[src/design/ptdp_pkg.sv]
// Shared constants and types for the packed ternary dot product block.
package ptdp_pkg;

  localparam int ACC_WIDTH_DEF = 48;
  localparam int ACT_W         = 8;
  localparam int BYTE_W        = 8;
  localparam int CNT_W         = 3;
  localparam int DOT_W         = 48;
  localparam int TALLY_W       = 32;
  localparam int NTRITS        = 5;
  localparam int NTRITS_TWO    = 4;
  localparam int DIGIT_W       = 2;
  localparam int PROD_W        = 10;
  localparam int SUM_W         = 12;
  localparam int EXT_W         = 64;

  localparam int QDEPTH = 2;
  localparam int QPTR_W = 1;
  localparam int QCNT_W = 2;

  localparam int PADDR_W = 3;
  localparam int PDATA_W = 32;

  // Register index taken from the word-aligned APB address.
  localparam logic REG_PACKING_FORMAT = 1'b0;

  localparam logic FMT_BASE243 = 1'b0;
  localparam logic FMT_TWO_BIT = 1'b1;

  localparam logic [CNT_W-1:0] CAP_BASE243 = 3'd5;
  localparam logic [CNT_W-1:0] CAP_TWO_BIT = 3'd4;

  // One classified word, as handed from the front end to the accumulator.
  typedef struct packed {
    logic signed [SUM_W-1:0] p_total;
    logic [CNT_W-1:0]        cnt;
    logic                    last;
  } entry_t;

endpackage

[src/design/ptdp_if.sv]
// Valid/ready channel interfaces for the input words and the result words.
interface ptdp_in_if;
  logic                                valid;
  logic                                ready;
  logic [ptdp_pkg::BYTE_W-1:0]         packed_byte;
  logic signed [ptdp_pkg::ACT_W-1:0]   act_zero;
  logic signed [ptdp_pkg::ACT_W-1:0]   act_one;
  logic signed [ptdp_pkg::ACT_W-1:0]   act_two;
  logic signed [ptdp_pkg::ACT_W-1:0]   act_three;
  logic signed [ptdp_pkg::ACT_W-1:0]   act_four;
  logic [ptdp_pkg::CNT_W-1:0]          valid_trits;
  logic                                last_item;

  modport source (
    output valid, packed_byte, act_zero, act_one, act_two, act_three, act_four,
           valid_trits, last_item,
    input  ready
  );
  modport sink (
    input  valid, packed_byte, act_zero, act_one, act_two, act_three, act_four,
           valid_trits, last_item,
    output ready
  );
endinterface

interface ptdp_out_if;
  logic                                valid;
  logic                                ready;
  logic signed [ptdp_pkg::DOT_W-1:0]   dot_sum;
  logic [ptdp_pkg::TALLY_W-1:0]        trits_used;

  modport source (output valid, dot_sum, trits_used, input ready);
  modport sink (input valid, dot_sum, trits_used, output ready);
endinterface

[src/design/packed_ternary_dot_product.sv]
// Packed ternary dot product: accumulates weight-times-activation over a stream of words.
//
// Input words arrive on in_chan (valid/ready). Each carries one packed weight
// byte, five signed activations, a count of leading trits to use and a last
// flag. The packing register at APB address 0 selects base-243 (five trits per
// byte) or two-bit (four trits per byte) unpacking; write it only while idle.
// On a word flagged last, one result word leaves on out_chan with the
// saturated sum and the trit count, and both are cleared for the next vector.
// Throughput is one word per cycle while the queue has room, set by the
// accumulator loop. The final input word passes through the front register,
// the queue and the result register in turn before its result word is
// valid. When the receiver holds out_chan.ready low, non-final words keep
// draining into the accumulator and a final word waits in the two-entry
// queue; in_chan.ready drops only when the queue and the front register are
// both full. Reset clears the accumulator, the tally, the queue and the
// packing register (base-243).
module packed_ternary_dot_product #(
  parameter int ACC_WIDTH = ptdp_pkg::ACC_WIDTH_DEF
) (
  input  logic                           clk,
  input  logic                           rst_n,
  ptdp_in_if.sink                        in_chan,
  ptdp_out_if.source                     out_chan,
  input  logic                           psel,
  input  logic                           penable,
  input  logic                           pwrite,
  input  logic [ptdp_pkg::PADDR_W-1:0]   paddr,
  input  logic [ptdp_pkg::PDATA_W-1:0]   pwdata,
  output logic [ptdp_pkg::PDATA_W-1:0]   prdata,
  output logic                           pready
);

  localparam int QW = 2 * ACC_WIDTH + $bits(ptdp_pkg::entry_t);

  logic                        fmt_r;
  logic                        cfg_wr;
  logic                        q_push;
  logic                        q_full;
  logic                        q_pop;
  logic                        q_valid;
  ptdp_pkg::entry_t            f_entry;
  ptdp_pkg::entry_t            b_entry;
  logic signed [ACC_WIDTH-1:0] f_hi;
  logic signed [ACC_WIDTH-1:0] f_lo;
  logic signed [ACC_WIDTH-1:0] b_hi;
  logic signed [ACC_WIDTH-1:0] b_lo;
  logic [QW-1:0]               q_wdata;
  logic [QW-1:0]               q_rdata;

  assign pready = 1'b1;
  assign cfg_wr = psel && penable && pwrite && pready
                  && (paddr[ptdp_pkg::PADDR_W-1] == ptdp_pkg::REG_PACKING_FORMAT);
  assign prdata = (paddr[ptdp_pkg::PADDR_W-1] == ptdp_pkg::REG_PACKING_FORMAT)
                  ? {{(ptdp_pkg::PDATA_W-1){1'b0}}, fmt_r} : '0;

  always_ff @(posedge clk) begin
    if (!rst_n) begin
      fmt_r <= ptdp_pkg::FMT_BASE243;
    end else if (cfg_wr) begin
      fmt_r <= pwdata[0];
    end
  end

  ptdp_front #(.ACC_WIDTH(ACC_WIDTH)) u_front (
    .clk      (clk),
    .rst_n    (rst_n),
    .fmt      (fmt_r),
    .in_chan  (in_chan),
    .q_push   (q_push),
    .q_full   (q_full),
    .q_entry  (f_entry),
    .hi_bound (f_hi),
    .lo_bound (f_lo)
  );

  assign q_wdata = {f_hi, f_lo, f_entry};

  ptdp_queue #(.W(QW)) u_queue (
    .clk   (clk),
    .rst_n (rst_n),
    .push  (q_push),
    .wdata (q_wdata),
    .full  (q_full),
    .pop   (q_pop),
    .rdata (q_rdata),
    .valid (q_valid)
  );

  assign {b_hi, b_lo, b_entry} = q_rdata;

  ptdp_back #(.ACC_WIDTH(ACC_WIDTH)) u_back (
    .clk      (clk),
    .rst_n    (rst_n),
    .q_valid  (q_valid),
    .q_entry  (b_entry),
    .hi_bound (b_hi),
    .lo_bound (b_lo),
    .q_pop    (q_pop),
    .out_chan (out_chan)
  );

`ifndef ASSERT_OFF
  a_pop_nonempty: assert property (@(posedge clk) disable iff (!rst_n)
    q_pop |-> q_valid)
    else $error("accumulator drained an empty queue");

  a_last_gives_result: assert property (@(posedge clk) disable iff (!rst_n)
    (q_pop && b_entry.last) |=> out_chan.valid)
    else $error("final word drained without a result word");

  a_taken_result_clears: assert property (@(posedge clk) disable iff (!rst_n)
    (out_chan.valid && out_chan.ready && !(q_pop && b_entry.last)) |=> !out_chan.valid)
    else $error("result word repeated after it was taken");

  a_push_has_room: assert property (@(posedge clk) disable iff (!rst_n)
    (q_full && !q_pop) |=> q_full)
    else $error("queue lost an entry while full");
`endif

endmodule

[src/design/ptdp_front.sv]
// Front end: accepts words, unpacks the weight digits and forms the products.
module ptdp_front #(
  parameter int ACC_WIDTH = ptdp_pkg::ACC_WIDTH_DEF
) (
  input  logic                        clk,
  input  logic                        rst_n,
  input  logic                        fmt,
  ptdp_in_if.sink                     in_chan,
  output logic                        q_push,
  input  logic                        q_full,
  output ptdp_pkg::entry_t            q_entry,
  output logic signed [ACC_WIDTH-1:0] hi_bound,
  output logic signed [ACC_WIDTH-1:0] lo_bound
);

  localparam logic signed [ACC_WIDTH-1:0] ACC_HI = {1'b0, {(ACC_WIDTH-1){1'b1}}};
  localparam logic signed [ACC_WIDTH-1:0] ACC_LO = {1'b1, {(ACC_WIDTH-1){1'b0}}};
  localparam logic [ptdp_pkg::BYTE_W-1:0] POW3 [ptdp_pkg::NTRITS] =
    '{8'd1, 8'd3, 8'd9, 8'd27, 8'd81};
  localparam logic [ptdp_pkg::BYTE_W-1:0] FULL243 = 8'd243;

  typedef logic [ptdp_pkg::NTRITS-1:0][ptdp_pkg::DIGIT_W-1:0] digits_t;

  // Base-243 digits by compare and subtract from the top digit down. Bytes at
  // or above 243 share their low five digits with byte minus 243, since 243 is
  // a multiple of every lower power of three, and their top digit is zero.
  function automatic digits_t b243_digits(input logic [ptdp_pkg::BYTE_W-1:0] b);
    logic [ptdp_pkg::BYTE_W:0] r;
    digits_t d;
    r = {1'b0, b};
    d = '0;
    if (b >= FULL243) begin
      r = {1'b0, b - FULL243};
    end
    for (int k = ptdp_pkg::NTRITS - 1; k >= 0; k--) begin
      if (r >= {POW3[k], 1'b0}) begin
        d[k] = 2'd2;
        r = r - {POW3[k], 1'b0};
      end else if (r >= {1'b0, POW3[k]}) begin
        d[k] = 2'd1;
        r = r - {1'b0, POW3[k]};
      end
    end
    return d;
  endfunction

  // Weight is digit minus one, so the product is a negate, a zero, a copy or
  // a doubling of the activation.
  function automatic logic signed [ptdp_pkg::PROD_W-1:0] trit_prod(
    input logic [ptdp_pkg::DIGIT_W-1:0]     d,
    input logic signed [ptdp_pkg::ACT_W-1:0] a
  );
    logic signed [ptdp_pkg::PROD_W-1:0] a_ext;
    logic signed [ptdp_pkg::PROD_W-1:0] p;
    a_ext = ptdp_pkg::PROD_W'(a);
    case (d)
      2'd0:    p = -a_ext;
      2'd1:    p = '0;
      2'd2:    p = a_ext;
      default: p = a_ext <<< 1;
    endcase
    return p;
  endfunction

  logic                                f_valid_r;
  logic signed [ptdp_pkg::PROD_W-1:0]  f_prod_r [ptdp_pkg::NTRITS];
  logic signed [ptdp_pkg::PROD_W-1:0]  f_prod_nxt [ptdp_pkg::NTRITS];
  logic [ptdp_pkg::CNT_W-1:0]          f_cnt_r;
  logic [ptdp_pkg::CNT_W-1:0]          f_cnt_nxt;
  logic                                f_last_r;
  logic                                accept;
  digits_t                             d243;
  digits_t                             dsel;
  logic signed [ptdp_pkg::ACT_W-1:0]   act [ptdp_pkg::NTRITS];
  logic [ptdp_pkg::CNT_W-1:0]          cap;
  logic signed [ptdp_pkg::SUM_W-1:0]   run;
  logic signed [ptdp_pkg::SUM_W-1:0]   run_max;
  logic signed [ptdp_pkg::SUM_W-1:0]   run_min;

  assign q_push        = f_valid_r && !q_full;
  assign in_chan.ready = !f_valid_r || !q_full;
  assign accept        = in_chan.valid && in_chan.ready;

  assign act[0] = in_chan.act_zero;
  assign act[1] = in_chan.act_one;
  assign act[2] = in_chan.act_two;
  assign act[3] = in_chan.act_three;
  assign act[4] = in_chan.act_four;

  always_comb begin
    d243 = b243_digits(in_chan.packed_byte);
    dsel = d243;
    cap  = ptdp_pkg::CAP_BASE243;
    if (fmt == ptdp_pkg::FMT_TWO_BIT) begin
      cap = ptdp_pkg::CAP_TWO_BIT;
      for (int k = 0; k < ptdp_pkg::NTRITS_TWO; k++) begin
        dsel[k] = in_chan.packed_byte[ptdp_pkg::DIGIT_W*k +: ptdp_pkg::DIGIT_W];
      end
      dsel[ptdp_pkg::NTRITS-1] = 2'd1;
    end
    f_cnt_nxt = (in_chan.valid_trits > cap) ? cap : in_chan.valid_trits;
    for (int k = 0; k < ptdp_pkg::NTRITS; k++) begin
      f_prod_nxt[k] = (ptdp_pkg::CNT_W'(k) < f_cnt_nxt) ? trit_prod(dsel[k], act[k]) : '0;
    end
  end

  always_ff @(posedge clk) begin
    if (!rst_n) begin
      f_valid_r <= 1'b0;
    end else if (accept) begin
      f_valid_r <= 1'b1;
    end else if (q_push) begin
      f_valid_r <= 1'b0;
    end
  end

  always_ff @(posedge clk) begin
    if (accept) begin
      for (int k = 0; k < ptdp_pkg::NTRITS; k++) begin
        f_prod_r[k] <= f_prod_nxt[k];
      end
      f_cnt_r  <= f_cnt_nxt;
      f_last_r <= in_chan.last_item;
    end
  end

  // Running prefix sums with their extremes; the accumulator uses these to
  // apply the per-product clamp in a single step.
  always_comb begin
    run     = '0;
    run_max = '0;
    run_min = '0;
    for (int k = 0; k < ptdp_pkg::NTRITS; k++) begin
      run = run + ptdp_pkg::SUM_W'(f_prod_r[k]);
      if (run > run_max) begin
        run_max = run;
      end
      if (run < run_min) begin
        run_min = run;
      end
    end
    q_entry.p_total = run;
    q_entry.cnt     = f_cnt_r;
    q_entry.last    = f_last_r;
    hi_bound        = ACC_HI - ACC_WIDTH'(run_max);
    lo_bound        = ACC_LO - ACC_WIDTH'(run_min);
  end

endmodule

[src/design/ptdp_queue.sv]
// Two-entry queue between the front end and the accumulator.
module ptdp_queue #(
  parameter int W = 1
) (
  input  logic         clk,
  input  logic         rst_n,
  input  logic         push,
  input  logic [W-1:0] wdata,
  output logic         full,
  input  logic         pop,
  output logic [W-1:0] rdata,
  output logic         valid
);

  logic [W-1:0]                  mem_r [ptdp_pkg::QDEPTH];
  logic [ptdp_pkg::QPTR_W-1:0]   wr_ptr_r;
  logic [ptdp_pkg::QPTR_W-1:0]   rd_ptr_r;
  logic [ptdp_pkg::QCNT_W-1:0]   cnt_r;
  logic [ptdp_pkg::QCNT_W-1:0]   cnt_nxt;

  localparam logic [ptdp_pkg::QCNT_W-1:0] QFULL = ptdp_pkg::QCNT_W'(ptdp_pkg::QDEPTH);

  assign full  = (cnt_r == QFULL);
  assign valid = (cnt_r != '0);
  assign rdata = mem_r[rd_ptr_r];

  always_comb begin
    cnt_nxt = cnt_r;
    if (push && !pop) begin
      cnt_nxt = cnt_r + 1'b1;
    end else if (pop && !push) begin
      cnt_nxt = cnt_r - 1'b1;
    end
  end

  always_ff @(posedge clk) begin
    if (!rst_n) begin
      wr_ptr_r <= '0;
      rd_ptr_r <= '0;
      cnt_r    <= '0;
    end else begin
      if (push) begin
        wr_ptr_r <= wr_ptr_r + 1'b1;
      end
      if (pop) begin
        rd_ptr_r <= rd_ptr_r + 1'b1;
      end
      cnt_r <= cnt_nxt;
    end
  end

  always_ff @(posedge clk) begin
    if (push) begin
      mem_r[wr_ptr_r] <= wdata;
    end
  end

endmodule

[src/design/ptdp_back.sv]
// Back end: saturating accumulator, trit tally and the result register.
module ptdp_back #(
  parameter int ACC_WIDTH = ptdp_pkg::ACC_WIDTH_DEF
) (
  input  logic                        clk,
  input  logic                        rst_n,
  input  logic                        q_valid,
  input  ptdp_pkg::entry_t            q_entry,
  input  logic signed [ACC_WIDTH-1:0] hi_bound,
  input  logic signed [ACC_WIDTH-1:0] lo_bound,
  output logic                        q_pop,
  ptdp_out_if.source                  out_chan
);

  logic signed [ACC_WIDTH-1:0]          acc_r;
  logic signed [ACC_WIDTH-1:0]          acc_nxt;
  logic signed [ACC_WIDTH-1:0]          acc_sel;
  logic signed [ACC_WIDTH-1:0]          acc_sum;
  logic signed [ptdp_pkg::EXT_W-1:0]    acc_ext;
  logic [ptdp_pkg::TALLY_W-1:0]         tally_r;
  logic [ptdp_pkg::TALLY_W-1:0]         tally_nxt;
  logic [ptdp_pkg::TALLY_W-1:0]         tally_sum;
  logic [ptdp_pkg::TALLY_W:0]           tally_wide;
  logic                                 out_valid_r;
  logic                                 out_valid_nxt;
  logic signed [ptdp_pkg::DOT_W-1:0]    dot_r;
  logic [ptdp_pkg::TALLY_W-1:0]         used_r;

  // A non-final word never needs the result register, so it drains freely.
  assign q_pop = q_valid && (!q_entry.last || !out_valid_r || out_chan.ready);

  always_comb begin
    // Clamping the starting value against the prefix extremes and then adding
    // the word total equals clamping after every single product.
    if (acc_r > hi_bound) begin
      acc_sel = hi_bound;
    end else if (acc_r < lo_bound) begin
      acc_sel = lo_bound;
    end else begin
      acc_sel = acc_r;
    end
    acc_sum    = acc_sel + ACC_WIDTH'(q_entry.p_total);
    acc_ext    = ptdp_pkg::EXT_W'(acc_sum);
    tally_wide = {1'b0, tally_r} + (ptdp_pkg::TALLY_W + 1)'(q_entry.cnt);
    tally_sum  = tally_wide[ptdp_pkg::TALLY_W] ? '1 : tally_wide[ptdp_pkg::TALLY_W-1:0];
    acc_nxt    = q_entry.last ? '0 : acc_sum;
    tally_nxt  = q_entry.last ? '0 : tally_sum;

    out_valid_nxt = out_valid_r;
    if (q_pop && q_entry.last) begin
      out_valid_nxt = 1'b1;
    end else if (out_chan.ready) begin
      out_valid_nxt = 1'b0;
    end
  end

  always_ff @(posedge clk) begin
    if (!rst_n) begin
      acc_r       <= '0;
      tally_r     <= '0;
      out_valid_r <= 1'b0;
    end else begin
      if (q_pop) begin
        acc_r   <= acc_nxt;
        tally_r <= tally_nxt;
      end
      out_valid_r <= out_valid_nxt;
    end
  end

  always_ff @(posedge clk) begin
    if (q_pop && q_entry.last) begin
      dot_r  <= acc_ext[ptdp_pkg::DOT_W-1:0];
      used_r <= tally_sum;
    end
  end

  assign out_chan.valid      = out_valid_r;
  assign out_chan.dot_sum    = dot_r;
  assign out_chan.trits_used = used_r;

endmodule
[src/flat_wrapper.sv]
// flat-port wrapper written by rule: the top's interface ports become plain ports
module packed_ternary_dot_product_flat 
#(
  parameter int ACC_WIDTH = ptdp_pkg::ACC_WIDTH_DEF
)
  (clk, rst_n, psel, penable, pwrite, paddr, pwdata, prdata, pready, in_chan_valid, in_chan_packed_byte, in_chan_act_zero, in_chan_act_one, in_chan_act_two, in_chan_act_three, in_chan_act_four, in_chan_valid_trits, in_chan_last_item, in_chan_ready, out_chan_valid, out_chan_dot_sum, out_chan_trits_used, out_chan_ready);
  ptdp_in_if in_chan_i ();
  ptdp_out_if out_chan_i ();
  input  logic clk;
  input  logic rst_n;
  input  logic psel;
  input  logic penable;
  input  logic pwrite;
  input  logic [ptdp_pkg::PADDR_W-1:0] paddr;
  input  logic [ptdp_pkg::PDATA_W-1:0] pwdata;
  output logic [ptdp_pkg::PDATA_W-1:0] prdata;
  output logic pready;
  input wire logic [$bits(in_chan_i.valid)-1:0] in_chan_valid;
  input wire logic [$bits(in_chan_i.packed_byte)-1:0] in_chan_packed_byte;
  input wire logic [$bits(in_chan_i.act_zero)-1:0] in_chan_act_zero;
  input wire logic [$bits(in_chan_i.act_one)-1:0] in_chan_act_one;
  input wire logic [$bits(in_chan_i.act_two)-1:0] in_chan_act_two;
  input wire logic [$bits(in_chan_i.act_three)-1:0] in_chan_act_three;
  input wire logic [$bits(in_chan_i.act_four)-1:0] in_chan_act_four;
  input wire logic [$bits(in_chan_i.valid_trits)-1:0] in_chan_valid_trits;
  input wire logic [$bits(in_chan_i.last_item)-1:0] in_chan_last_item;
  output wire logic [$bits(in_chan_i.ready)-1:0] in_chan_ready;
  output wire logic [$bits(out_chan_i.valid)-1:0] out_chan_valid;
  output wire logic [$bits(out_chan_i.dot_sum)-1:0] out_chan_dot_sum;
  output wire logic [$bits(out_chan_i.trits_used)-1:0] out_chan_trits_used;
  input wire logic [$bits(out_chan_i.ready)-1:0] out_chan_ready;
  assign in_chan_i.valid = in_chan_valid;
  assign in_chan_i.packed_byte = in_chan_packed_byte;
  assign in_chan_i.act_zero = in_chan_act_zero;
  assign in_chan_i.act_one = in_chan_act_one;
  assign in_chan_i.act_two = in_chan_act_two;
  assign in_chan_i.act_three = in_chan_act_three;
  assign in_chan_i.act_four = in_chan_act_four;
  assign in_chan_i.valid_trits = in_chan_valid_trits;
  assign in_chan_i.last_item = in_chan_last_item;
  assign in_chan_ready = in_chan_i.ready;
  assign out_chan_valid = out_chan_i.valid;
  assign out_chan_dot_sum = out_chan_i.dot_sum;
  assign out_chan_trits_used = out_chan_i.trits_used;
  assign out_chan_i.ready = out_chan_ready;
  packed_ternary_dot_product #(.ACC_WIDTH(ACC_WIDTH)) u_core (.clk(clk), .rst_n(rst_n), .in_chan(in_chan_i), .out_chan(out_chan_i), .psel(psel), .penable(penable), .pwrite(pwrite), .paddr(paddr), .pwdata(pwdata), .prdata(prdata), .pready(pready));
endmodule
[config.mk]
export PLATFORM = sky130hd
export DESIGN_NAME = packed_ternary_dot_product_flat
export DESIGN_NICKNAME = d
export VERILOG_FILES = /design/src/design/ptdp_pkg.sv /design/src/design/ptdp_if.sv /design/src/design/packed_ternary_dot_product.sv /design/src/design/ptdp_front.sv /design/src/design/ptdp_queue.sv /design/src/design/ptdp_back.sv /design/src/flat_wrapper.sv
export SDC_FILE = /design/constraint.sdc
export NUM_CORES = 1
export LEC_CHECK = 0
export ABC_CLOCK_PERIOD_IN_PS = 12100
export CAP_MARGIN = 30
export CORE_UTILIZATION = 55
export CTS_BUF_LIST = sky130_fd_sc_hd__clkbuf_8
export DETAILED_ROUTE_END_ITERATION = 6
export DONT_BUFFER_PORTS = 1
export GPL_TIMING_DRIVEN = 0
export PLACE_DENSITY_LB_ADDON = 0.15
export SLEW_MARGIN = 0
export SYNTH_ARGS = -nofsm -noshare
export SYNTH_HDL_FRONTEND = slang
export SYNTH_HIERARCHICAL = 1
export SYNTH_SLANG_ARGS = --single-unit
[constraint.sdc]
create_clock -name clk -period 12.1 [get_ports clk]
set_input_delay 3.025 -clock clk [delete_from_list [all_inputs] [get_ports clk]]
set_output_delay 3.025 -clock clk [all_outputs]
set_load 0.005 [all_outputs]
# After elaboration in Yosys (flattened, before gate mapping)
# Memory sizes are Yosys's and may differ from the RTL's. A register that Yosys moved wholly into a read port is not among the register bits.
# Index checks and enable logic that the tools add are counted.
# W data, S select, Z words.
# word_totals
in_bits	94
memories	2
output_inout_bits	115
mem_bits_rw	274
reg_bits	171
word_cells	168
# mem_list
memory	words	word_bits	rd	rd_clocked_by_memory_dff	wr	line_no	text
u_core.u_queue.mem_r	2	112	1	1	1	ptdp_queue.sv:15	logic [W-1:0] mem_r [ptdp_pkg::QDEPTH];
u_core.u_front.f_prod_r	5	10	5	0	5	ptdp_front.sv:66	logic signed [ptdp_pkg::PROD_W-1:0] f_prod_r [ptdp_pkg::NTRITS];
# classes
addsub	26
mux	60
bitwise_logic	1
n_eq_ne	11
order_cmp	29
n_reduce_logical	27
# ops
op	n
$pmux W10 S3	5
$mux W48	3
$mux W12	10
$sub A48 B12 Y48 const A	2
$mux W9	8
$mux W32	2
$mux W10	6
$neg A8 Y10	5
$add A48 B12 Y48	1
$gt A48 B48 Y1	1
$lt A48 B48 Y1	1
$gt A12 B12 Y1	3
$lt A12 B12 Y1	3
$add A32 B3 Y33	1
$add A12 B10 Y12	2
$ge A9 B2 Y1 const B	2
$ge A9 B5 Y1 const B	2
$sub A9 B5 Y9 const B	2
$mux W1	17
$mux W2	7
$add A11 B10 Y12	1
$eq A2 B2 Y1 const B	6
$gt A11 B12 Y1	1
$lt A11 B12 Y1	1
33 further kinds	62

# Logic depth before layout (Yosys ltp)
# Gate-level depths: netlist of run 1.
# depth
word_depth	21
mapped_depth	72
ltp_nobuf	69

# Modules after synthesis
# Netlist of run 1, hierarchy kept.
# by_module_without_submodules
module	area_each_um2	cells_each	instances
ptdp_back	12171.7	1389	1
ptdp_front	11085.6	1444	1
ptdp_queue	8291.7	370	1
packed_ternary_dot_product	315.3	40	1

# Least setup slack after synthesis of run 1
# Ideal clock, no wire load.
# synth_timing
path_type	register -> register
start	memory u_core/u_front/f_prod_r[0][0] (netlist name)
end	memory u_core/u_queue/mem_r[0][40] (netlist name) (data pin)
period_less_slack_ns	12.103
path_stages_with_launch	68
slack_ns	-0.003
setup_time_ns	0.252
t_required_ns	11.848
t_arrival_ns	11.851
path_buffers	7
cell_sequence	edfxtp_1 ha_1 inv_1 fa_1 inv_1 a21oi_1 o21bai_1 a21oi_1 o21bai_1 a21oi_1 o21bai_1 a211oi_1 mux2_2 ha_1 inv_1 nor4_1 o211ai_1 nand2_1 (+32 left out) nand2b_1 a21oi_1 nor2b_1 o21ai_0 a21oi_1 a21oi_1 clkbuf_1 buf_1 mux2i_1 ha_1 nand2_1 nor2_1 nand2_1 nand2_1 nand3_1 ha_1 inv_1 buf_4
# synth_lines
item	line_no
from (decl)	ptdp_front.sv:66
to (decl)	ptdp_queue.sv:15

==> impl_table.tex, run 1 <==
\begin{tabular}{lr}
\hline
Metric & Value \\
\hline
\multicolumn{2}{l}{\textbf{Worst setup path}} \\
\quad Worst reg2reg startpoint & u\_core/u\_front/f\_prod\_r[0][0]\$\_SDFFCE\_PP0P\_ \\
\quad Worst Path Required & 12490 ps \\
\quad Crit Path Max Fanout & 10 \\
\quad Critical path launch point & in\_chan\_packed\_byte[3] \\
\quad Worst endpoint data arrival time & 12070 ps \\
\quad Worst setup EP type & register \\
\quad Most repeated library cell on the critical path & ha\_1 \\
\quad Master of the slowest instance on the critical path & or4\_1 \\
\quad Timing endpoint of the critical path & u\_core/u\_front/f\_prod\_r[0][5]\$\_SDFFCE\_PP0P\_ \\
\quad Critical path class & input port to register \\
\quad Max stage delay on crit path & 510 ps \\
\quad Worst reg-to-reg path cell count & 64 \\
\quad Destination of the worst register-to-register timing path & u\_core/u\_queue/mem\_r[0][56]\$\_DFFE\_PP\_ \\
\quad Kind of launch point of the worst setup path & input port \\
\quad Reg-to-reg slack, setup & 560 ps \\
\multicolumn{2}{l}{\textbf{Synthesis}} \\
\quad Cell area after technology mapping & 0.0319 sq mm \\
\quad Dominant cell type by area after synthesis & edfxtp\_1 \\
\quad Share of the yosys chip area belonging to registers & 0.393 \\
\quad Post-synthesis cell count & 3243 \\
\quad Fraction of the mapped netlist area in simple logic gates & 0.131 \\
\quad Leading cell types by total area after synthesis & edfxtp\_1, ha\_1, dfxtp\_1, mux2\_2, a21oi\_1 \\
\quad Compound-gate portion of the synthesized area & 0.172 \\
\quad Cell types with the highest counts after synthesis & edfxtp\_1, ha\_1, a21oi\_1 \\
\quad Post-synthesis register bit count & 446 \\
\quad Post-synthesis share of cell area spent on xor and xnor gates & 0.0395 \\
\quad Post-Synth Adder-Cell Area & 0.127 \\
\quad Synth warn & 6 \\
\quad Fraction of synthesized area in multiplexers & 0.0738 \\
\quad Number of synthesized flops with an enable pin & 358 \\
\quad Cell with the most instances after synthesis & edfxtp\_1 \\
\quad Number of distinct library cells after synthesis & 95 \\
\quad Async S/R FF share, synth & 0 \\
\quad Main combinational cell family by area after synthesis & compound AO/OA/AOI/OAI gates \\
\quad Most common flop cell mapped by yosys & edfxtp\_1 \\
\quad Proportion of netlist area held by the largest area contributor & 0.337 \\
\quad Avg Inst Size Synth & 9.83 sq um \\
\multicolumn{2}{l}{\textbf{Clocking}} \\
\quad Inserted Clock Buffers & 76 \\
\quad Total of hold buffers inserted after clock tree synthesis & 0 \\
\quad Clock sink count & 446 \\
\quad Library cell used as clock root buffer & clkbuf\_8 \\
\quad CTS clock-pin slew for the worst setup and hold paths & 60 ps \\
\quad Count of H-tree levels built during CTS & 3 \\
\quad Source-to-sink clock delay at the later pin of the worst-skew pair & 660 ps \\
\quad CTS max path bufs & 3 \\
\quad CTS tree & yes \\
\multicolumn{2}{l}{\textbf{STA}} \\
\quad Final setup violation count & 0 \\
\quad Worst slew pin tran & 1520 ps \\
\quad Final slew viol count & 7 \\
\quad Worst slew margin & -0.0250 \\
\quad Tmin final & 11680 ps \\
\quad Part of the cycle the worst path needs & 0.965 \\
\quad Peak Freq & 85.6 MHz \\
\quad Setup ws final & 419 ps \\
\quad Final worst clock skew & 37.6 ps \\
\quad Fin. Hold Viols & 0 \\
\multicolumn{2}{l}{\textbf{Floorplanning}} \\
\quad Std cell rows & 87 \\
\quad Floorplan die height & 243 microns \\
\quad Floorplan Core Area & 0.0568 sq mm \\
\quad Floorplan die area & 0.0589 sq mm \\
\quad Starting utilization of the core area & 0.561 \\
\quad Boundary Pins & 209 \\
\quad Floorplan die width & 243 microns \\
\multicolumn{2}{l}{\textbf{Cells and area}} \\
\quad Filler Cells Inserted & 4757 \\
\quad Layout overhead on the synthesized area & 11.3\% \\
\quad Fraction of layout instances using a drive strength above 1 & 0.148 \\
\quad Footprint of the multi-input gates & 0.0179 sq mm \\
\quad Antenna cells & 0 \\
\quad Number of nets in the layout & 3812 \\
\quad Sequential Area & 0.0125 sq mm \\
\multicolumn{2}{l}{\textbf{Placed design}} \\
\quad DP HPWL & 67200 microns \\
\quad Setup slack at placement & -2540 ps \\
\quad Port Buffer Count & 0 \\
\quad RePlAce Congestion & 0.949 \\
\multicolumn{2}{l}{\textbf{Routing}} \\
\quad Total vias in the final route & 25200 \\
\quad Initial drt markers & 1661 \\
\quad Drt drc & 0 \\
\quad Vias per inst & 5.97 \\
\quad DRT Wirelength & 87200 microns \\
\quad Number of nets still failing antenna checks after routing & 0 \\
\quad Average wire per standard cell & 20.7 microns \\
\quad Detailed-routing iteration count for the pre-antenna-repair pass & 5 \\
\multicolumn{2}{l}{\textbf{Global route}} \\
\quad Final global-route overflow total & 0 \\
\quad Global-route total usage across every layer & 0.286 \\
\quad Antenna violations before repair & 2 \\
\quad Vias in the first global route & 24300 \\
\quad First-pass GRT wire length & 132000 microns \\
\quad Maximum number of pins on one net before global-route repair & 66 \\
\multicolumn{2}{l}{\textbf{Min path}} \\
\quad Worst hold path type & register to register \\
\multicolumn{2}{l}{\textbf{Status}} \\
\quad Failing checks & max-capacitance violations, max-slew violations \\
\quad Result of the run & complete, but fails checks \\
\multicolumn{2}{l}{\textbf{Flow run}} \\
\quad Total of max-cap violations & 1 \\
\hline
\end{tabular}
[sequential cells by signal, indices dropped and copies added (netlist names), 2 cells and up, named ones only]
register and flops:
u_core/u_queue/cnt_r 2, u_core/u_front/f_prod_r 50, u_core/u_back/acc_r 48, u_core/u_back/out_chan.dot_sum 48, u_core/u_back/out_chan.trits_used 32, u_core/u_queue/mem_r 224, u_core/u_back/tally_r 32, u_core/u_front/f_cnt_r 3
[worst max-delay path: cells and delay by family]
family | cells | cell delay, ps
multiplexers | 1 | 300
adder cells (fa/ha/maj) | 4 | 1180
AND/OR/NAND/NOR | 14 | 3860
AO/OA/AOI/OAI | 13 | 3090
buffers and inverters | 3 | 600
[kinds of logic (layout without fill, tap and decap cells)]
kind of cell	after synthesis	count (layout)
compound gates	841	841
xor+xnor	143	143
fa+ha+maj	319	319
buf+inv	439	622
flops	446	446
mux	217	220
other cells	3	34
simple gates	835	835
[cell type report]
cell class	instances	area share
Tap cell	756	0.0267
Timing Repair Buffer	47	0.0131
Inverter	238	0.0252
Clock buffer	83	0.0322
Multi-Input combinational cell	2392	0.504
Sequential cell	446	0.353
Clock inverter	56	0.0125
Buffer	198	0.0334
[per-layer routing]
metal,vias up,part of all wire,GRT usage
li1,12200,-,-
met1,12100,0.43,0.370
met2,786,0.48,0.484
met3,141,0.054,0.0383
met4,2,0.034,0.111
met5,-,0.00015,0
[cells in the final DEF (no fill, tap or decap), types with 21 or more instances in the layout]
| cell type | n |
|---|---|
| a21o_1 | 75 |
| a21oi_1 | 270 |
| a22oi_1 | 65 |
| a31oi_1 | 31 |
| and2_1 | 27 |
| and3_1 | 21 |
| buf_4 | 135 |
| clkbuf_1 | 71 |
| clkbuf_8 | 83 |
| conb_1 | 34 |
| dfxtp_1 | 88 |
| edfxtp_1 | 358 |
| ha_1 | 309 |
| inv_1 | 256 |
| mux2_2 | 142 |
| mux2i_1 | 67 |
| nand2_1 | 208 |
| nand2b_1 | 25 |
| nand3_1 | 74 |
| nand4_1 | 53 |
| nor2_1 | 204 |
| nor2b_1 | 93 |
| nor3_1 | 42 |
| o211ai_1 | 22 |
| o21a_1 | 21 |
| o21ai_0 | 122 |
| o21bai_1 | 33 |
| xnor2_1 | 82 |
| xor2_1 | 56 |
[what timing repair did]
| action | in CTS | in global routing |
|---|---|---|
| buffers inserted | 13 | 25 |
| gates resized for setup | 48 | 70 |
| cloned | 0 | 3 |
| endpoints found under the setup margin | 202 | 195 |
| pin swaps | 5 | 10 |
[worst min-delay path by stage]
stage                                                      end  cells past startpoint  slack, ps                           startpoint
after floorplan           u_core/u_queue/mem_r[0][1]$_DFFE_PP_                      0        420  u_core/u_front/f_cnt_r[0]$_DFFE_PP_
after global placement    u_core/u_queue/mem_r[0][3]$_DFFE_PP_                      0        430  u_core/u_front/f_cnt_r[2]$_DFFE_PP_
after detailed placement  u_core/u_queue/mem_r[1][3]$_DFFE_PP_                      0        440  u_core/u_front/f_cnt_r[2]$_DFFE_PP_
after CTS                 u_core/u_queue/mem_r[0][3]$_DFFE_PP_                      0        450  u_core/u_front/f_cnt_r[2]$_DFFE_PP_
after global routing      u_core/u_queue/mem_r[0][3]$_DFFE_PP_                      0        460  u_core/u_front/f_cnt_r[2]$_DFFE_PP_
final                     u_core/u_queue/mem_r[0][3]$_DFFE_PP_                      0        450  u_core/u_front/f_cnt_r[2]$_DFFE_PP_
[metrics by stage]
stage / TNS (ps) / area [sq um] / hold WS [ps] / util / cells
floorplan: 0 / 32000 / 421 / - / 3274
global placement: -327260 / 32900 / 432 / 0.580 / 4030
detailed placement: -354950 / 33100 / 443 / 0.583 / 4038
CTS: 0 / 35000 / 448 / 0.616 / 4189
global route: -894 / 35500 / 461 / 0.624 / 4216
finish: 0 / 35500 / 447 / 0.624 / 4216
Power of run 1 is not shown: default switching activity piles up to over one toggle a cycle in this logic, so the estimate is an artifact.
==> inputs of run 2 (changes only) <==
- BUFFER_PORTS_ARGS: unset -> -buffer_cell sky130_fd_sc_hd__buf_2
- DONT_BUFFER_PORTS: 1 -> unset
- RECOVER_POWER: unset -> 25
==> run 2 against run 1 <==
  * Sequential cell count unchanged
  * Non-clock buffer count is 144 higher
  * Sequential share of layout area is 0.59 points lower
  * The run still ends with max-capacitance violations, max-slew violations left
  * First-iteration DRC count is 3.0% higher
  * Clock-buffer cell count decreased by 6
  * Via count up 2.8%
  * Wire length increased by 1.1%
  * Critical path depth increased by 32
  * Final cell count grew 3.6%
  * Highest routed layer unchanged
==> impl_table.tex, run 2 (same netlist as run 1, synthesis figures left out) <==
\begin{tabular}{lr}
\hline
Metric & Value \\
\hline
\multicolumn{2}{l}{\textbf{Min path}} \\
\quad Number of cells on the worst hold path & 0 \\
\quad Hold path start & u\_core/u\_front/f\_cnt\_r[1]\$\_DFFE\_PP\_ \\
\quad Worst hold path type & register to register \\
\quad Hold worst-path end & u\_core/u\_queue/mem\_r[0][2]\$\_DFFE\_PP\_ \\
\multicolumn{2}{l}{\textbf{STA}} \\
\quad Final worst clock skew & 47.1 ps \\
\quad Min Hold Slack & 454 ps \\
\quad Tmin final & 11520 ps \\
\quad Fin. Hold Viols & 0 \\
\quad Final slew viol count & 215 \\
\quad Worst slew margin & -1.57 \\
\quad Worst slew pin tran & 3860 ps \\
\quad Final setup violation count & 0 \\
\quad Peak Freq & 86.8 MHz \\
\quad Part of the cycle the worst path needs & 0.952 \\
\multicolumn{2}{l}{\textbf{Routing}} \\
\quad Initial drt markers & 1710 \\
\quad Average wire per standard cell & 20.2 microns \\
\quad Detailed-routing iteration count for the pre-antenna-repair pass & 5 \\
\quad Number of nets still failing antenna checks after routing & 0 \\
\quad Drt drc & 0 \\
\quad Vias per inst & 5.93 \\
\quad DRT Wirelength & 88200 microns \\
\quad Total vias in the final route & 25900 \\
\multicolumn{2}{l}{\textbf{Global route}} \\
\quad Global-route total usage across every layer & 0.289 \\
\quad Antenna violations before repair & 10 \\
\quad First-pass GRT wire length & 135000 microns \\
\quad Vias in the first global route & 25000 \\
\quad Final global-route overflow total & 0 \\
\quad Maximum number of pins on one net before global-route repair & 58 \\
\multicolumn{2}{l}{\textbf{Worst setup path}} \\
\quad Most repeated library cell on the critical path & a21oi\_1 \\
\quad Crit Path Max Fanout & 10 \\
\quad Destination of the worst register-to-register timing path & u\_core/u\_queue/mem\_r[0][56]\$\_DFFE\_PP\_ \\
\quad Worst reg2reg startpoint & u\_core/u\_front/f\_prod\_r[0][0]\$\_SDFFCE\_PP0P\_ \\
\quad Worst endpoint data arrival time & 11900 ps \\
\quad Kind of launch point of the worst setup path & register \\
\quad Critical path class & register to register \\
\quad Worst setup EP type & register \\
\quad Worst Path Required & 12480 ps \\
\quad Master of the slowest instance on the critical path & fa\_1 \\
\quad Max stage delay on crit path & 400 ps \\
\quad Reg-to-reg slack, setup & 580 ps \\
\quad Worst reg-to-reg path cell count & 67 \\
\multicolumn{2}{l}{\textbf{Placed design}} \\
\quad Port Buffer Count & 139 \\
\quad DP HPWL & 67700 microns \\
\quad RePlAce Congestion & 0.953 \\
\multicolumn{2}{l}{\textbf{Flow run}} \\
\quad Total of max-cap violations & 7 \\
\multicolumn{2}{l}{\textbf{Clocking}} \\
\quad Library cell used as clock root buffer & clkbuf\_8 \\
\quad Source-to-sink clock delay at the later pin of the worst-skew pair & 660 ps \\
\quad Count of H-tree levels built during CTS & 3 \\
\quad Inserted Clock Buffers & 75 \\
\quad CTS tree & yes \\
\quad CTS clock-pin slew for the worst setup and hold paths & 60 ps \\
\quad Clock sink count & 446 \\
\quad CTS max path bufs & 3 \\
\multicolumn{2}{l}{\textbf{Floorplanning}} \\
\quad Floorplan die area & 0.0589 sq mm \\
\quad Std cell rows & 87 \\
\quad Starting utilization of the core area & 0.561 \\
\quad Floorplan die height & 243 microns \\
\quad Floorplan die width & 243 microns \\
\quad Floorplan Core Area & 0.0568 sq mm \\
\quad Boundary Pins & 209 \\
\multicolumn{2}{l}{\textbf{Status}} \\
\quad Failing checks & max-capacitance violations, max-slew violations \\
\quad Result of the run & complete, but fails checks \\
\multicolumn{2}{l}{\textbf{Cells and area}} \\
\quad Fraction of layout instances using a drive strength above 1 & 0.176 \\
\quad Number of nets in the layout & 3956 \\
\quad Top flop regs & u\_core/u\_queue/mem\_r: 224 flops, u\_core/u\_front/f\_prod\_r: 50 flops \\
\quad Register with the highest flop count & u\_core/u\_queue/mem\_r \\
\quad Max reg flops & 224 \\
\quad Highest-count cells in the layout ignoring fill and taps & edfxtp\_1, ha\_1, a21oi\_1 \\
\quad Filler Cells Inserted & 4775 \\
\quad Most common library cell in the layout ignoring fill and taps & edfxtp\_1 \\
\quad Layout overhead on the synthesized area & 13.1\% \\
\hline
\end{tabular}
==> run 2: worst max-delay path: cells and delay by family (launching register included) <==
| kind | cells | cell delay (ps) |
|---|---|---|
| compound gates | 29 | 4450 |
| mux | 3 | 820 |
| simple gates | 15 | 1760 |
| buf+inv | 12 | 1540 |
| fa+ha+maj | 8 | 2280 |
| flops | 1 | 360 |
==> run 2: routing by layer <==
metal	wire, microns	up-vias	GRT usage
li1	-	12500	-
met1	37700	12300	0.376
met2	42200	917	0.484
met3	4990	196	0.0362
met4	3240	2	0.126
met5	13	-	0
==> run 2: timing repair <==
action                     CTS  global route
resized for setup           54            60
gates cloned                 0             4
setup endpoints to repair  203           201
hold buffers                 0             0
buffers inserted             9            33
pin swaps                    1            15
==> run 2: worst max path at each step <==
stage	from	end	slack [ps]	cells after the start
after detailed placement	u_core/u_front/f_prod_r[0][0]$_SDFFCE_PP0P_	u_core/u_queue/mem_r[1][40]$_DFFE_PP_	-2260	67
after CTS	u_core/u_front/f_prod_r[0][0]$_SDFFCE_PP0P_	u_core/u_queue/mem_r[0][56]$_DFFE_PP_	3	67
after global routing	u_core/u_front/f_prod_r[0][0]$_SDFFCE_PP0P_	u_core/u_queue/mem_r[0][56]$_DFFE_PP_	-150	68
after global placement	u_core/u_front/f_prod_r[0][0]$_SDFFCE_PP0P_	u_core/u_queue/mem_r[0][56]$_DFFE_PP_	-2020	67
after floorplan	u_core/u_front/f_prod_r[0][0]$_SDFFCE_PP0P_	u_core/u_queue/mem_r[0][40]$_DFFE_PP_	150	67
final	u_core/u_front/f_prod_r[0][0]$_SDFFCE_PP0P_	u_core/u_queue/mem_r[0][56]$_DFFE_PP_	580	67
==> run 2: layout make-up <==
type | count | area [sq um] | share of cell area
Clock buffer | 77 | 1060 | 0.0294
Timing Repair Buffer | 190 | 1150 | 0.0319
Inverter | 238 | 897 | 0.0249
Buffer | 199 | 1190 | 0.0330
Multi-Input combinational cell | 2393 | 17900 | 0.495
Sequential cell | 446 | 12500 | 0.347
Clock inverter | 58 | 419 | 0.0116
Tap cell | 756 | 946 | 0.0262
Antenna cell | 9 | 22.5 | 0.000625
==> run 2: per-stage QoR <==
step	setup WS [ps]	utilization	TNS [ps]	instance area [sq um]	cells
finish	580	0.634	0	36100	4366
global route	-155	0.634	-7450	36000	4364
CTS	3.17	0.626	0	35500	4320
detailed placement	-2260	0.595	-324470	33800	4177
global placement	-2020	0.592	-287640	33600	4169
floorplan	148	-	0	32000	3274
Power of run 2 is left out for the same reason.
==> inputs of run 3 (changes only) <==
- BUFFER_PORTS_ARGS: -buffer_cell sky130_fd_sc_hd__buf_2 -> -buffer_cell sky130_fd_sc_hd__buf_4
==> run 3 against run 2 <==
  * Largest cell class unchanged
  * Critical endpoint is now u_core/u_queue/mem_r[0][87]$_DFFE_PP_
  * Register-to-register slack worse by 100 ps
  * Wire length up 0.45%
  * First-iteration DRC count down 8.2%
  * Maximum frequency down 0.86%
  * Global-route usage about the same
  * Via count up 0.24%
  * The flow still finishes with violations (max-capacitance violations, max-slew violations)
  * Design area up 1.0%
  * Critical path depth unchanged
==> impl_table.tex, run 3 (same netlist as run 1, synthesis figures left out) <==
\begin{tabular}{lr}
\hline
Metric & Value \\
\hline
\multicolumn{2}{l}{\textbf{Placed design}} \\
\quad Dpl cell area & 0.0342 sq mm \\
\quad DP HPWL & 68300 microns \\
\quad Setup slack at placement & -2670 ps \\
\quad Port Buffer Count & 139 \\
\quad RePlAce Congestion & 0.939 \\
\multicolumn{2}{l}{\textbf{Min path}} \\
\quad Hold path start & u\_core/u\_front/f\_cnt\_r[0]\$\_DFFE\_PP\_ \\
\quad Number of cells on the worst hold path & 0 \\
\quad Worst hold path type & register to register \\
\quad Hold worst-path end & u\_core/u\_queue/mem\_r[1][1]\$\_DFFE\_PP\_ \\
\multicolumn{2}{l}{\textbf{Global route}} \\
\quad Vias in the first global route & 24900 \\
\quad Final global-route overflow total & 0 \\
\quad First-pass GRT wire length & 135000 microns \\
\quad Global-route total usage across every layer & 0.290 \\
\quad Antenna violations before repair & 4 \\
\quad Maximum number of pins on one net before global-route repair & 67 \\
\multicolumn{2}{l}{\textbf{Worst setup path}} \\
\quad Worst reg-to-reg path cell count & 67 \\
\quad Kind of launch point of the worst setup path & register \\
\quad Worst endpoint data arrival time & 12010 ps \\
\quad Master of the slowest instance on the critical path & edfxtp\_1 \\
\quad Worst reg2reg startpoint & u\_core/u\_front/f\_prod\_r[0][1]\$\_SDFFCE\_PP0P\_ \\
\quad Reg-to-reg slack, setup & 480 ps \\
\quad Destination of the worst register-to-register timing path & u\_core/u\_queue/mem\_r[0][87]\$\_DFFE\_PP\_ \\
\quad Worst setup EP type & register \\
\quad Crit Path Max Fanout & 18 \\
\quad Max stage delay on crit path & 440 ps \\
\quad Critical path class & register to register \\
\quad Worst Path Required & 12490 ps \\
\quad Most repeated library cell on the critical path & a21oi\_1 \\
\multicolumn{2}{l}{\textbf{Cells and area}} \\
\quad Top flop regs & u\_core/u\_queue/mem\_r: 224 flops, u\_core/u\_front/f\_prod\_r: 50 flops \\
\quad Final instance area & 0.0364 sq mm \\
\quad Most common library cell in the layout ignoring fill and taps & edfxtp\_1 \\
\quad Register with the highest flop count & u\_core/u\_queue/mem\_r \\
\quad Post-route core utilization & 0.641 \\
\quad Max reg flops & 224 \\
\quad Fraction of layout instances using a drive strength above 1 & 0.179 \\
\quad Number of nets in the layout & 3957 \\
\quad Highest-count cells in the layout ignoring fill and taps & edfxtp\_1, ha\_1, buf\_4 \\
\quad Layout overhead on the synthesized area & 14.3\% \\
\multicolumn{2}{l}{\textbf{Routing}} \\
\quad Total vias in the final route & 25900 \\
\quad Detailed-routing iteration count for the pre-antenna-repair pass & 6 \\
\quad Average wire per standard cell & 20.3 microns \\
\quad Vias per inst & 5.94 \\
\quad Drt drc & 0 \\
\quad Initial drt markers & 1570 \\
\quad Number of nets still failing antenna checks after routing & 0 \\
\quad DRT Wirelength & 88600 microns \\
\multicolumn{2}{l}{\textbf{Floorplanning}} \\
\quad Boundary Pins & 209 \\
\quad Std cell rows & 87 \\
\quad Starting utilization of the core area & 0.561 \\
\quad Floorplan die height & 243 microns \\
\quad Floorplan Core Area & 0.0568 sq mm \\
\quad Floorplan die area & 0.0589 sq mm \\
\quad Floorplan die width & 243 microns \\
\multicolumn{2}{l}{\textbf{Clocking}} \\
\quad Library cell used as clock root buffer & clkbuf\_8 \\
\quad Total of hold buffers inserted after clock tree synthesis & 0 \\
\quad Count of H-tree levels built during CTS & 3 \\
\quad CTS tree & yes \\
\quad Clock sink count & 446 \\
\quad Source-to-sink clock delay at the later pin of the worst-skew pair & 670 ps \\
\quad CTS clock-pin slew for the worst setup and hold paths & 60 ps \\
\quad Inserted Clock Buffers & 77 \\
\quad CTS max path bufs & 3 \\
\multicolumn{2}{l}{\textbf{Status}} \\
\quad Failing checks & max-capacitance violations, max-slew violations \\
\quad Result of the run & complete, but fails checks \\
\multicolumn{2}{l}{\textbf{STA}} \\
\quad Worst slew pin tran & 3630 ps \\
\quad Part of the cycle the worst path needs & 0.960 \\
\quad Final setup violation count & 0 \\
\quad Worst slew margin & -1.42 \\
\quad Final worst clock skew & 41.8 ps \\
\quad Peak Freq & 86.1 MHz \\
\quad Setup ws final & 480 ps \\
\quad Fin. Hold Viols & 0 \\
\quad Tmin final & 11620 ps \\
\quad Final slew viol count & 212 \\
\multicolumn{2}{l}{\textbf{Flow run}} \\
\quad Total of max-cap violations & 6 \\
\hline
\end{tabular}
==> run 3: worst max-delay path by stage <==
stage | to | from | slack [ps]
final | u_core/u_queue/mem_r[0][87]$_DFFE_PP_ | u_core/u_front/f_prod_r[0][1]$_SDFFCE_PP0P_ | 480
after CTS | u_core/u_front/f_prod_r[0][7]$_SDFFCE_PP0P_ | in_chan_packed_byte[1] | 10
after global placement | u_core/u_queue/mem_r[0][56]$_DFFE_PP_ | u_core/u_front/f_prod_r[0][0]$_SDFFCE_PP0P_ | -2280
after detailed placement | u_core/u_queue/mem_r[1][56]$_DFFE_PP_ | u_core/u_front/f_prod_r[0][0]$_SDFFCE_PP0P_ | -2670
after global routing | u_core/u_queue/mem_r[0][74]$_DFFE_PP_ | u_core/u_front/f_prod_r[0][0]$_SDFFCE_PP0P_ | -180
after floorplan | u_core/u_queue/mem_r[0][40]$_DFFE_PP_ | u_core/u_front/f_prod_r[0][0]$_SDFFCE_PP0P_ | 150
==> run 3: cell type report <==
type                       instances  area, sq um
sequential                       446        12500
tap                              756          946
timing repair buffer             191         1480
fill                            4626        20400
multi-input combinational       2392        17900
clock buffer                      87         1200
inverter                         238          897
clock inverter                    52          277
antenna                            4         10.0
buffer                           198         1200
==> run 3: repair_timing <==
action / in CTS / in global routing
pin swaps: 6 / 13
resized for setup: 55 / 72
setup endpoints to repair: 203 / 201
gates cloned: 0 / 3
setup buffers: 11 / 30
==> run 3: per-layer routing <==
metal / wire (microns) / up-vias / track usage
met5: 0 / - / 0
met4: 3970 / 0 / 0.135
met3: 4840 / 221 / 0.0385
met2: 41600 / 911 / 0.481
met1: 38200 / 12300 / 0.374
li1: - / 12500 / -
==> run 3: per-stage QoR <==
stage          hold WS (ps)  instances  setup TNS [ps]
3_3_place_gp            428       4169         -321350
2_1_floorplan           421       3274               0
6_report                469       4364               0
4_1_cts                 462       4328               0
3_5_place_dp            436       4179         -396870
5_1_grt                 472       4364          -12400
==> run 3: worst max-delay path: cells and delay by family, from the launching register on <==
kind                     cells  cell delay (ps)
multiplexers                 3             1120
XOR/XNOR                     1              190
flip-flops                   1              440
buffers and inverters        5              740
AND/OR/NAND/NOR             15             1200
adder cells (fa/ha/maj)      5             1590
AO/OA/AOI/OAI               38             6090
Power of run 3 is left out for the same reason.
